[src/ip4ap_pkg.sv]
package ip4ap_pkg;

    localparam int unsigned PhaseWidth = 3;

    localparam logic [PhaseWidth-1:0] PH_LEAD  = 3'd0;
    localparam logic [PhaseWidth-1:0] PH_OCTET = 3'd1;
    localparam logic [PhaseWidth-1:0] PH_DOT   = 3'd2;
    localparam logic [PhaseWidth-1:0] PH_PORT  = 3'd3;
    localparam logic [PhaseWidth-1:0] PH_DONE  = 3'd4;
    localparam logic [PhaseWidth-1:0] PH_FAIL  = 3'd5;

    localparam logic [7:0] CH_NUL   = 8'h00;
    localparam logic [7:0] CH_COLON = 8'h3A;
    localparam logic [7:0] CH_DOT   = 8'h2E;
    localparam logic [7:0] CH_ZERO  = 8'h30;
    localparam logic [7:0] CH_NINE  = 8'h39;
    localparam logic [7:0] CH_SPACE = 8'h20;
    localparam logic [7:0] CH_TAB   = 8'h09;
    localparam logic [7:0] CH_CR    = 8'h0D;

    localparam logic [8:0] OctetLimit = 9'd256;

    localparam logic REG_DEFAULT_PORT = 1'b0;

    typedef struct packed {
        logic        ok;
        logic [31:0] address;
        logic [15:0] port;
    } t_result;

    function automatic logic is_space(input logic [7:0] c);
        return (c == CH_SPACE) || (c >= CH_TAB && c <= CH_CR);
    endfunction

    function automatic logic is_digit(input logic [7:0] c);
        return (c >= CH_ZERO) && (c <= CH_NINE);
    endfunction

endpackage

[src/ipv4_dotted_address_port_parser_unit.sv]
// A result is registered when the terminating NUL is accepted: into the output register, or
// into the skid entry while the output is held. One character is taken per cycle while o_stall
// is low; the parse state update (octet and port multiply-by-ten plus compares) is combinational,
// so characters stream back to back. Results pass through an output register backed by a one-entry
// skid buffer. Reset (synchronous, active low): parser back to leading-whitespace phase, default
// port 0, output and skid registers empty.
module ipv4_dotted_address_port_parser_unit (
    input  logic        i_clk,
    input  logic        i_rst_n,

    input  logic        i_valid,
    output logic        o_stall,
    input  logic [7:0]  i_ch,

    output logic        o_valid,
    input  logic        i_stall,
    output logic        o_ok,
    output logic [31:0] o_address,
    output logic [15:0] o_port,

    input  logic        psel,
    input  logic        penable,
    input  logic        pwrite,
    input  logic [0:0]  paddr,
    input  logic [31:0] pwdata,
    output logic [31:0] prdata,
    output logic        pready
);

    logic [15:0] r_default_port;

    logic [ip4ap_pkg::PhaseWidth-1:0] r_phase, n_phase;
    logic [8:0]  r_octet, n_octet;
    logic [1:0]  r_idx, n_idx;
    logic [31:0] r_addr, n_addr;
    logic [15:0] r_port, n_port;
    logic        r_port_given, n_port_given;

    ip4ap_pkg::t_result r_out, r_skid, new_result;
    logic r_out_valid, r_skid_valid;

    logic        accept;
    logic        out_fire;
    logic        emit;
    logic [3:0]  digit;
    logic [12:0] octet_mac;
    logic [19:0] port_mac;
    logic [31:0] addr_merged;
    logic        c_space, c_digit;

    assign pready  = 1'b1;
    assign prdata  = (paddr == ip4ap_pkg::REG_DEFAULT_PORT) ? {16'h0, r_default_port} : 32'h0;

    always_ff @(posedge i_clk) begin
        if (!i_rst_n) begin
            r_default_port <= 16'h0;
        end else if (psel && penable && pwrite && paddr == ip4ap_pkg::REG_DEFAULT_PORT) begin
            r_default_port <= pwdata[15:0];
        end
    end

    assign o_stall  = r_skid_valid;
    assign accept   = i_valid && !r_skid_valid;
    assign out_fire = r_out_valid && !i_stall;

    assign c_space = ip4ap_pkg::is_space(i_ch);
    assign c_digit = ip4ap_pkg::is_digit(i_ch);
    assign digit   = 4'(i_ch - ip4ap_pkg::CH_ZERO);

    assign octet_mac   = 13'(r_octet) * 13'd10 + 13'(digit);
    assign port_mac    = 20'(r_port) * 20'd10 + 20'(digit);
    assign addr_merged = r_addr | ({r_octet[7:0], 24'h0} >> {r_idx, 3'b000});

    always_comb begin
        n_phase      = r_phase;
        n_octet      = r_octet;
        n_idx        = r_idx;
        n_addr       = r_addr;
        n_port       = r_port;
        n_port_given = r_port_given;
        unique case (r_phase)
            ip4ap_pkg::PH_LEAD, ip4ap_pkg::PH_DOT: begin
                if (!(r_phase == ip4ap_pkg::PH_LEAD && c_space)) begin
                    if (c_digit) begin
                        n_octet = 9'(digit);
                        n_phase = ip4ap_pkg::PH_OCTET;
                    end else begin
                        n_phase = ip4ap_pkg::PH_FAIL;
                    end
                end
            end
            ip4ap_pkg::PH_OCTET: begin
                if (c_digit) begin
                    n_octet = (octet_mac > 13'(ip4ap_pkg::OctetLimit))
                            ? ip4ap_pkg::OctetLimit : octet_mac[8:0];
                end else if (r_octet >= ip4ap_pkg::OctetLimit) begin
                    n_phase = ip4ap_pkg::PH_FAIL;
                end else begin
                    n_addr = addr_merged;
                    priority if (i_ch == ip4ap_pkg::CH_NUL || c_space) begin
                        n_phase = ip4ap_pkg::PH_DONE;
                    end else if (i_ch == ip4ap_pkg::CH_COLON) begin
                        n_port_given = 1'b1;
                        n_port       = 16'h0;
                        n_phase      = ip4ap_pkg::PH_PORT;
                    end else if (i_ch == ip4ap_pkg::CH_DOT && r_idx != 2'd3) begin
                        n_idx   = r_idx + 2'd1;
                        n_phase = ip4ap_pkg::PH_DOT;
                    end else begin
                        n_phase = ip4ap_pkg::PH_FAIL;
                    end
                end
            end
            ip4ap_pkg::PH_PORT: begin
                if (c_digit) begin
                    n_port = port_mac[15:0];
                end else begin
                    n_phase = ip4ap_pkg::PH_DONE;
                end
            end
            ip4ap_pkg::PH_DONE: begin
            end
            default: begin
                n_phase = ip4ap_pkg::PH_FAIL;
            end
        endcase
    end

    assign emit = accept && (i_ch == ip4ap_pkg::CH_NUL);

    always_comb begin
        if (n_phase == ip4ap_pkg::PH_DONE) begin
            new_result.ok      = 1'b1;
            new_result.address = n_addr;
            new_result.port    = n_port_given ? n_port : r_default_port;
        end else begin
            new_result.ok      = 1'b0;
            new_result.address = 32'h0;
            new_result.port    = 16'h0;
        end
    end

    always_ff @(posedge i_clk) begin
        if (!i_rst_n) begin
            r_phase      <= ip4ap_pkg::PH_LEAD;
            r_octet      <= 9'h0;
            r_idx        <= 2'd0;
            r_addr       <= 32'h0;
            r_port       <= 16'h0;
            r_port_given <= 1'b0;
        end else if (emit) begin
            r_phase      <= ip4ap_pkg::PH_LEAD;
            r_octet      <= 9'h0;
            r_idx        <= 2'd0;
            r_addr       <= 32'h0;
            r_port       <= 16'h0;
            r_port_given <= 1'b0;
        end else if (accept) begin
            r_phase      <= n_phase;
            r_octet      <= n_octet;
            r_idx        <= n_idx;
            r_addr       <= n_addr;
            r_port       <= n_port;
            r_port_given <= n_port_given;
        end
    end

    // output register with skid entry; stall only while the skid holds a result
    always_ff @(posedge i_clk) begin
        if (!i_rst_n) begin
            r_out_valid  <= 1'b0;
            r_skid_valid <= 1'b0;
        end else if (r_skid_valid) begin
            if (out_fire) begin
                r_skid_valid <= 1'b0;
            end
        end else if (emit) begin
            if (r_out_valid && !out_fire) begin
                r_skid_valid <= 1'b1;
            end else begin
                r_out_valid <= 1'b1;
            end
        end else if (out_fire) begin
            r_out_valid <= 1'b0;
        end
    end

    always_ff @(posedge i_clk) begin
        if (r_skid_valid) begin
            if (out_fire) begin
                r_out <= r_skid;
            end
        end else if (emit) begin
            if (r_out_valid && !out_fire) begin
                r_skid <= new_result;
            end else begin
                r_out <= new_result;
            end
        end
    end

    assign o_valid   = r_out_valid;
    assign o_ok      = r_out.ok;
    assign o_address = r_out.address;
    assign o_port    = r_out.port;

endmodule
[config.mk]
export PLATFORM = sky130hd
export DESIGN_NAME = ipv4_dotted_address_port_parser_unit
export DESIGN_NICKNAME = d
export VERILOG_FILES = /design/src/ip4ap_pkg.sv /design/src/ipv4_dotted_address_port_parser_unit.sv
export SDC_FILE = /design/constraint.sdc
export NUM_CORES = 1
export LEC_CHECK = 0
export BUFFER_PORTS_ARGS = -buffer_cell sky130_fd_sc_hd__buf_2
export CAP_MARGIN = 20
export CELL_PAD_IN_SITES_DETAIL_PLACEMENT = 1
export CELL_PAD_IN_SITES_GLOBAL_PLACEMENT = 1
export CORE_UTILIZATION = 41
export CTS_CLUSTER_SIZE = 16
export DETAILED_ROUTE_END_ITERATION = 6
export PLACE_DENSITY = 0.86
export SLEW_MARGIN = 20
export SYNTH_ARGS = -nofsm -noshare
export SYNTH_HDL_FRONTEND = slang
export SYNTH_SLANG_ARGS = --single-unit
[constraint.sdc]
create_clock -name i_clk -period 7.9 [get_ports i_clk]
set_clock_uncertainty 0.1 [all_clocks]
set_input_delay 1.185 -clock i_clk [delete_from_list [all_inputs] [get_ports i_clk]]
set_output_delay 1.185 -clock i_clk [all_outputs]
set_load 0.02 [all_outputs]
==> impl_metrics.csv, run 1 <==
group,metric,value,unit
timing,rsz0062_at_grt,"false",
drt,wl,24.6,mm
die,ioPinCount,132,
clock_network,tritoncts,"done",
grt,use_met2,0.390,
timing,worst_pin_slew,1.03,ns
clock_network,cts.clk_slew.worst_paths,0.07,ns
clock_network,clock-sinks,179,
synth,yosysUniqueCellTypes,69,
clock_network,hold_buffers,0,
synth,synth_edf_count,98,
grt,met1_usage,0.272,
cells_and_area,final_util,0.470,
synth,synth_area_per_cell,9.87,um^2
timing,period_minus_slack,4.14,ns
timing,finalHoldViolCount,0,
die,fp.dieH,151,um
timing,whs,0.370,ns
drt,antenna_left,0,
grt,grt_pass1_wl,38.9,mm
power,finalPower,1.92,mW
clock_network,postCtsSetupRepairBufs,0,
timing,fin_tns_setup,0,ns
placement,place_hpwl,16.7,mm
power,p_per_area,187,nW/um^2
grt,busiest_layer,"met2",
die,die_x,151,um
worst_setup_path,worstPathMaxFanout,17,
grt,antenna_found_initial,3,
grt,grt_max_degree,95,
die,rows,54,
timing,slew_violations,0,
grt,grtUsageMet3,0.0338,
timing,fmax,242,MHz
drt,vias_per_cell,5.69,
worst_setup_path,cp.required,7.94,ns
synth,synthArstFlopShare,0,
synth,synth_flop_cell,"edfxtp_1",
clock_network,root_buffer,"clkbuf_16",
drt,vias,7261,
synth,synth-seq-area-share,0.498,
clock_network,cts_buffer_depth,2,
synth,postSynthCellCount,928,
die,die_area,22900,um^2
clock_network,cts_resized,0,
cells_and_area,syn2layout_area_growth,12.3,%
cells_and_area,nNetsFinal,1079,
cells_and_area,final_cells,1277,
timing,setup_violations,0,
clock_network,htree_levels,4,
cells_and_area,drive_gt1_frac,0.160,
synth,synth_warnings,0,
placement,gp_congestion,0.819,
status,status,"finished, final reports clean",
timing,relSlewSlack,0.311,
die,placeableCoreArea,21900,um^2
drt,first_iter_violations,481,
clock_network,numCtsBuffers,17,
worst_setup_path,worstPathArrival,4.18,ns
drt,dr.pass1.iters,5,
power,peakVddDrop,0.134,mV
drt,drc_errors,0,
worst_setup_path,end_kind,"flip-flop",
die,start_util,0.418,
hold_path,hold_path.class,"reg -> reg",
job,maxCapViolCount,0,
placement,dp.cells,1244,
synth,yosysTopAreaCellShare,0.321,
grt,grt_pass1_vias,7281,
power,p_leak,3.89,nW
synth,synth_seq_cells,179,
grt,grt_overflow,0,
worst_setup_path,critical_path.startpoint_type,"primary input",
synth,synth.top_cells.by_area,"edfxtp_1, dfxtp_1, ha_1, nor2_1, nand2_1",
synth,syn-cell-area,9160,um^2
drt,wl_per_cell,19.2,um
clock_network,clock_latency,0.43,ns
worst_setup_path,worstSetupPathType,"in -> reg",
synth,yosysTopAreaCell,"edfxtp_1",
placement,portBuffers,98,
timing,fin_crit_sh,0.524,
grt,grtUsageTotal,0.222,
[final timing paths]
check | from | to | slack, ns | cells past startpoint
min | r_addr[1] | r_addr[1] | 0.37 | 2
max | i_ch[7] | o_port[6] | 3.76 | 9
min reg2reg | r_addr[1] | r_addr[1] | 0.37 | 2
max reg2reg | r_octet[1] | r_octet[1] | 4.18 | 12
[through the flow]
stage	worst slack (ns)	cell area, um^2
after floorplan	2.99	9220
after global placement	3.54	9720
after detailed placement	3.41	9720
after CTS	3.85	10300
after global routing	3.64	10300
final	3.76	10300
[kinds of logic (layout without fill, tap and decap cells)]
kind of cell / Yosys count / after routing / synth area share
AND/OR/NAND/NOR: 324 / 324 / 0.166
multiplexers: 8 / 8 / 0.00929
other: 2 / 18 / 0.000820
XOR/XNOR: 34 / 34 / 0.0341
adder cells (fa/ha/maj): 48 / 48 / 0.0688
flip-flops: 179 / 179 / 0.498
buffers and inverters: 90 / 143 / 0.0467
AO/OA/AOI/OAI: 243 / 243 / 0.176
[layout make-up]
class	instances	area, um^2
Timing Repair Buffer	103	528
Antenna cell	1	2.50
Clock inverter	9	70.1
Sequential cell	179	4570
Fill cell	2504	11600
Multi-Input combinational cell	674	4250
Tap cell	280	350
Clock buffer	23	489
Inverter	8	30.0
[power breakdown]
group	internal, mW	total (mW)	switching, mW
combinational	0.0353	0.119	0.0840
sequential	0.977	0.984	0.00717
clock	0.442	0.815	0.373
[synth_stat cells, types with 3 or more instances]
| cell type | number |
|---|---|
| nor2_1 | 125 |
| nand2_1 | 99 |
| edfxtp_1 | 98 |
| dfxtp_1 | 81 |
| a21oi_1 | 65 |
| ha_1 | 44 |
| o31ai_1 | 42 |
| clkbuf_1 | 39 |
| a31oi_1 | 33 |
| nor2b_1 | 25 |
| buf_2 | 21 |
| xnor2_1 | 20 |
| a21boi_0 | 18 |
| a22oi_1 | 18 |
| o21ai_0 | 18 |
| buf_4 | 17 |
| nor3_1 | 15 |
| nand3_1 | 12 |
| xor2_1 | 12 |
| a211oi_1 | 10 |
| a21o_1 | 10 |
| inv_1 | 8 |
| a22o_1 | 7 |
| and3_1 | 7 |
| nand4_1 | 6 |
| buf_1 | 5 |
| nand2b_1 | 5 |
| fa_1 | 4 |
| mux2_2 | 4 |
| mux2i_1 | 4 |
| a211o_1 | 3 |
| a221o_1 | 3 |
| nand4b_1 | 3 |
| nor3b_1 | 3 |
| o21bai_1 | 3 |
[metal layers]
metal	vias to the layer above	routed length, um
met5	-	10
met3	48	851
met2	165	12600
li1	3434	-
met4	2	691
met1	3612	10400
[sequential cells by signal, summed over array words and instances, names as in the netlist]
name / flops
o_address: 32
r_skid: 49
r_port: 16
o_valid: 1
r_idx: 2
o_stall: 1
r_default_port: 16
r_addr: 32
r_port_given: 1
r_phase: 3
r_octet: 9
o_ok: 1
o_port: 16
[placed cells by master (no fill, tap or decap), types with 4 or more instances in the layout]
cell type,Yosys,final
conb_1,2,17
a22o_1,7,7
nor2b_1,25,24
nor2_1,125,124
fa_1,4,4
a211oi_1,10,10
a21boi_0,18,18
dfxtp_1,81,80
a21oi_1,65,65
nor3_1,15,15
o21ai_0,18,18
buf_2,21,98
mux2i_1,4,4
edfxtp_1,98,98
clkinv_4,0,4
a22oi_1,18,17
inv_1,8,8
a21o_1,10,10
and3_1,7,6
a31oi_1,33,33
clkbuf_8,0,4
mux2_2,4,4
nand3_1,12,12
xnor2_1,20,20
nand2b_1,5,5
xor2_1,12,12
o31ai_1,42,42
buf_4,17,5
nand2_1,99,98
nand4_1,6,6
ha_1,44,44
clkbuf_16,0,17
[critical path, stage by stage]
cell	delay [ns]
buf_2	0.11
nor4bb_1	0.37
and2_1	0.41
and3_1	0.75
nor2_2	0.33
a22oi_1	0.42
nor2_1	0.08
a21oi_1	0.39
o31ai_1	0.13
Note: power is estimated with default switching activity, not from simulation.
==> inputs of run 2 (changes only) <==
==> constraint.sdc (replaced) <==
create_clock -name i_clk -period 3.9 [get_ports i_clk]
set_clock_uncertainty 0.1 [all_clocks]
set_input_delay 0.585 -clock i_clk [delete_from_list [all_inputs] [get_ports i_clk]]
set_output_delay 0.585 -clock i_clk [all_outputs]
set_load 0.02 [all_outputs]
==> impl_metrics.csv, run 2 (synthesized netlist as in run 1, its figures left out) <==
group,metric,value,unit
die,ioPinCount,132,
worst_setup_path,end_kind,"flip-flop",
placement,portBuffers,98,
worst_setup_path,r2r_cells,12,
cells_and_area,final_util,0.477,
die,die_x,151,um
timing,period_minus_slack,3.66,ns
drt,vias_per_cell,5.60,
drt,first_iter_violations,431,
drt,drc_errors,0,
timing,rsz0062_at_grt,"false",
power,p_per_area,373,nW/um^2
die,die_area,22900,um^2
timing,fin_crit_sh,0.940,
timing,setup_violations,0,
status,status,"finished, final reports clean",
cells_and_area,drive_gt1_frac,0.173,
worst_setup_path,worstPathArrival,3.83,ns
clock_network,numCtsBuffers,17,
die,rows,54,
cells_and_area,multiInputGateArea,4250,um^2
placement,gp_congestion,0.825,
cells_and_area,regMostFlops,"r_skid",
timing,whs,0.289,ns
timing,fin_tns_setup,0,ns
drt,wl_per_cell,18.9,um
hold_path,hp-start,"pwdata[6]",
grt,grt_pass1_wl,39.2,mm
hold_path,whs_path_depth,3,
die,placeableCoreArea,21900,um^2
cells_and_area,n_fill_cell,2511,
clock_network,clock-sinks,179,
job,maxCapViolCount,0,
drt,dr.pass1.iters,5,
grt,grt_overflow,0,
die,start_util,0.418,
clock_network,cts_buffer_depth,2,
worst_setup_path,worstSetupPathType,"reg -> reg",
cells_and_area,largest_register_ffs,49,
worst_setup_path,r2r_end,"r_skid[15]",
worst_setup_path,r2r_slack,0.24,ns
cells_and_area,ff_latch_area,4570,um^2
cells_and_area,final_cell_mix,"nor2_1, nand2_1, buf_2, edfxtp_1, dfxtp_1",
clock_network,tritoncts,"done",
worst_setup_path,cp.required,4.07,ns
grt,grt_max_degree,100,
clock_network,clock_latency,0.44,ns
grt,grtUsageTotal,0.223,
drt,wl,24.5,mm
cells_and_area,nNetsFinal,1096,
clock_network,cts.clk_slew.worst_paths,0.08,ns
power,peakVddDrop,0.265,mV
timing,finalHoldViolCount,0,
worst_setup_path,r2r-start,"r_port[1]",
power,p_leak,3.99,nW
drt,antenna_left,0,
hold_path,holdPathEnd,"r_default_port[6]",
cells_and_area,syn2layout_area_growth,13.9,%
clock_network,htree_levels,4,
grt,grt_pass1_vias,7502,
power,finalPower,3.89,mW
placement,place_hpwl,17.4,mm
worst_setup_path,worstPathMaxFanout,5,
hold_path,hold_path.class,"in -> reg",
drt,vias,7259,
clock_network,root_buffer,"clkbuf_16",
timing,fmax,273,MHz
grt,antenna_found_initial,4,
timing,slew_violations,0,
clock_network,hold_buffers,0,
die,fp.dieH,151,um
timing,relSlewSlack,0.339,
timing,worst_pin_slew,0.988,ns
worst_setup_path,critical_path.startpoint_type,"flip-flop",
cells_and_area,mostFrequentLayoutCell,"nor2_1",
[run 2: cell count changes in the layout (fill, tap and decap cells not counted), sizes merged]
cell / previous run / this run
buf: 103 / 120
clkinv: 5 / 3
diode: 1 / 3
inv: 12 / 14
[run 2: worst max-delay path, stage by stage, from the launching register on]
cell and delay [ns]:
dfxtp_1 0.44, ha_1 0.28, ha_1 0.23, fa_1 0.40, a21o_1 0.20, a221oi_2 0.38, o21ai_1 0.13, a21oi_1 0.24
xor2_2 0.12, nor4b_2 0.32, xnor2_1 0.13, o21ai_0 0.31, nor3b_1 0.22
[run 2: worst max path at each step]
| stage | slack (ns) | from | depth (start not counted) | to |
|---|---|---|---|---|
| after detailed placement | 0.24 | r_port[1] | 12 | o_port[15] |
| after floorplan | 0.50 | r_port[1] | 12 | o_port[12] |
| final | 0.24 | r_port[1] | 12 | r_skid[15] |
| after global routing | 0.004 | r_port[1] | 12 | r_skid[15] |
| after CTS | 0.22 | r_port[1] | 12 | o_port[15] |
| after global placement | 0.34 | r_port[1] | 12 | o_port[12] |
[run 2: metal layers]
metal / global-route usage / up-vias / share of wire / routed length [um]
li1: - / 3480 / - / -
met1: 0.266 / 3581 / 0.42 / 10300
met2: 0.394 / 157 / 0.51 / 12500
met3: 0.0401 / 39 / 0.039 / 953
met4: 0.0880 / 2 / 0.028 / 683
met5: 0 / - / 0.00053 / 13
[run 2: layout make-up]
cell class	instances	area share
clock inverter	9	0.00648
inverter	8	0.00288
tap	280	0.0336
sequential	179	0.438
multi-input combinational	674	0.407
timing repair buffer	120	0.0641
clock buffer	23	0.0470
antenna	3	0.000720
[run 2: where the power goes]
group          leakage, nW  internal (mW)  switching [mW]
clock network        0.283          0.899           0.743
logic                 2.17         0.0797           0.174
registers             1.53           1.98          0.0129
total                 3.99           2.96           0.929
[run 2: timing repair]
item                       CTS  global route
resized for setup            0             1
buffers inserted             0             0
setup endpoints to repair    0             2
[run 2: metrics by stage]
step                cells  instance area, um^2  worst slack, ns
floorplan             943                 9220            0.495
global placement     1261                 9860            0.342
detailed placement   1261                 9860            0.241
CTS                  1293                10400            0.223
global route         1295                10400          0.00421
finish               1296                10400            0.235
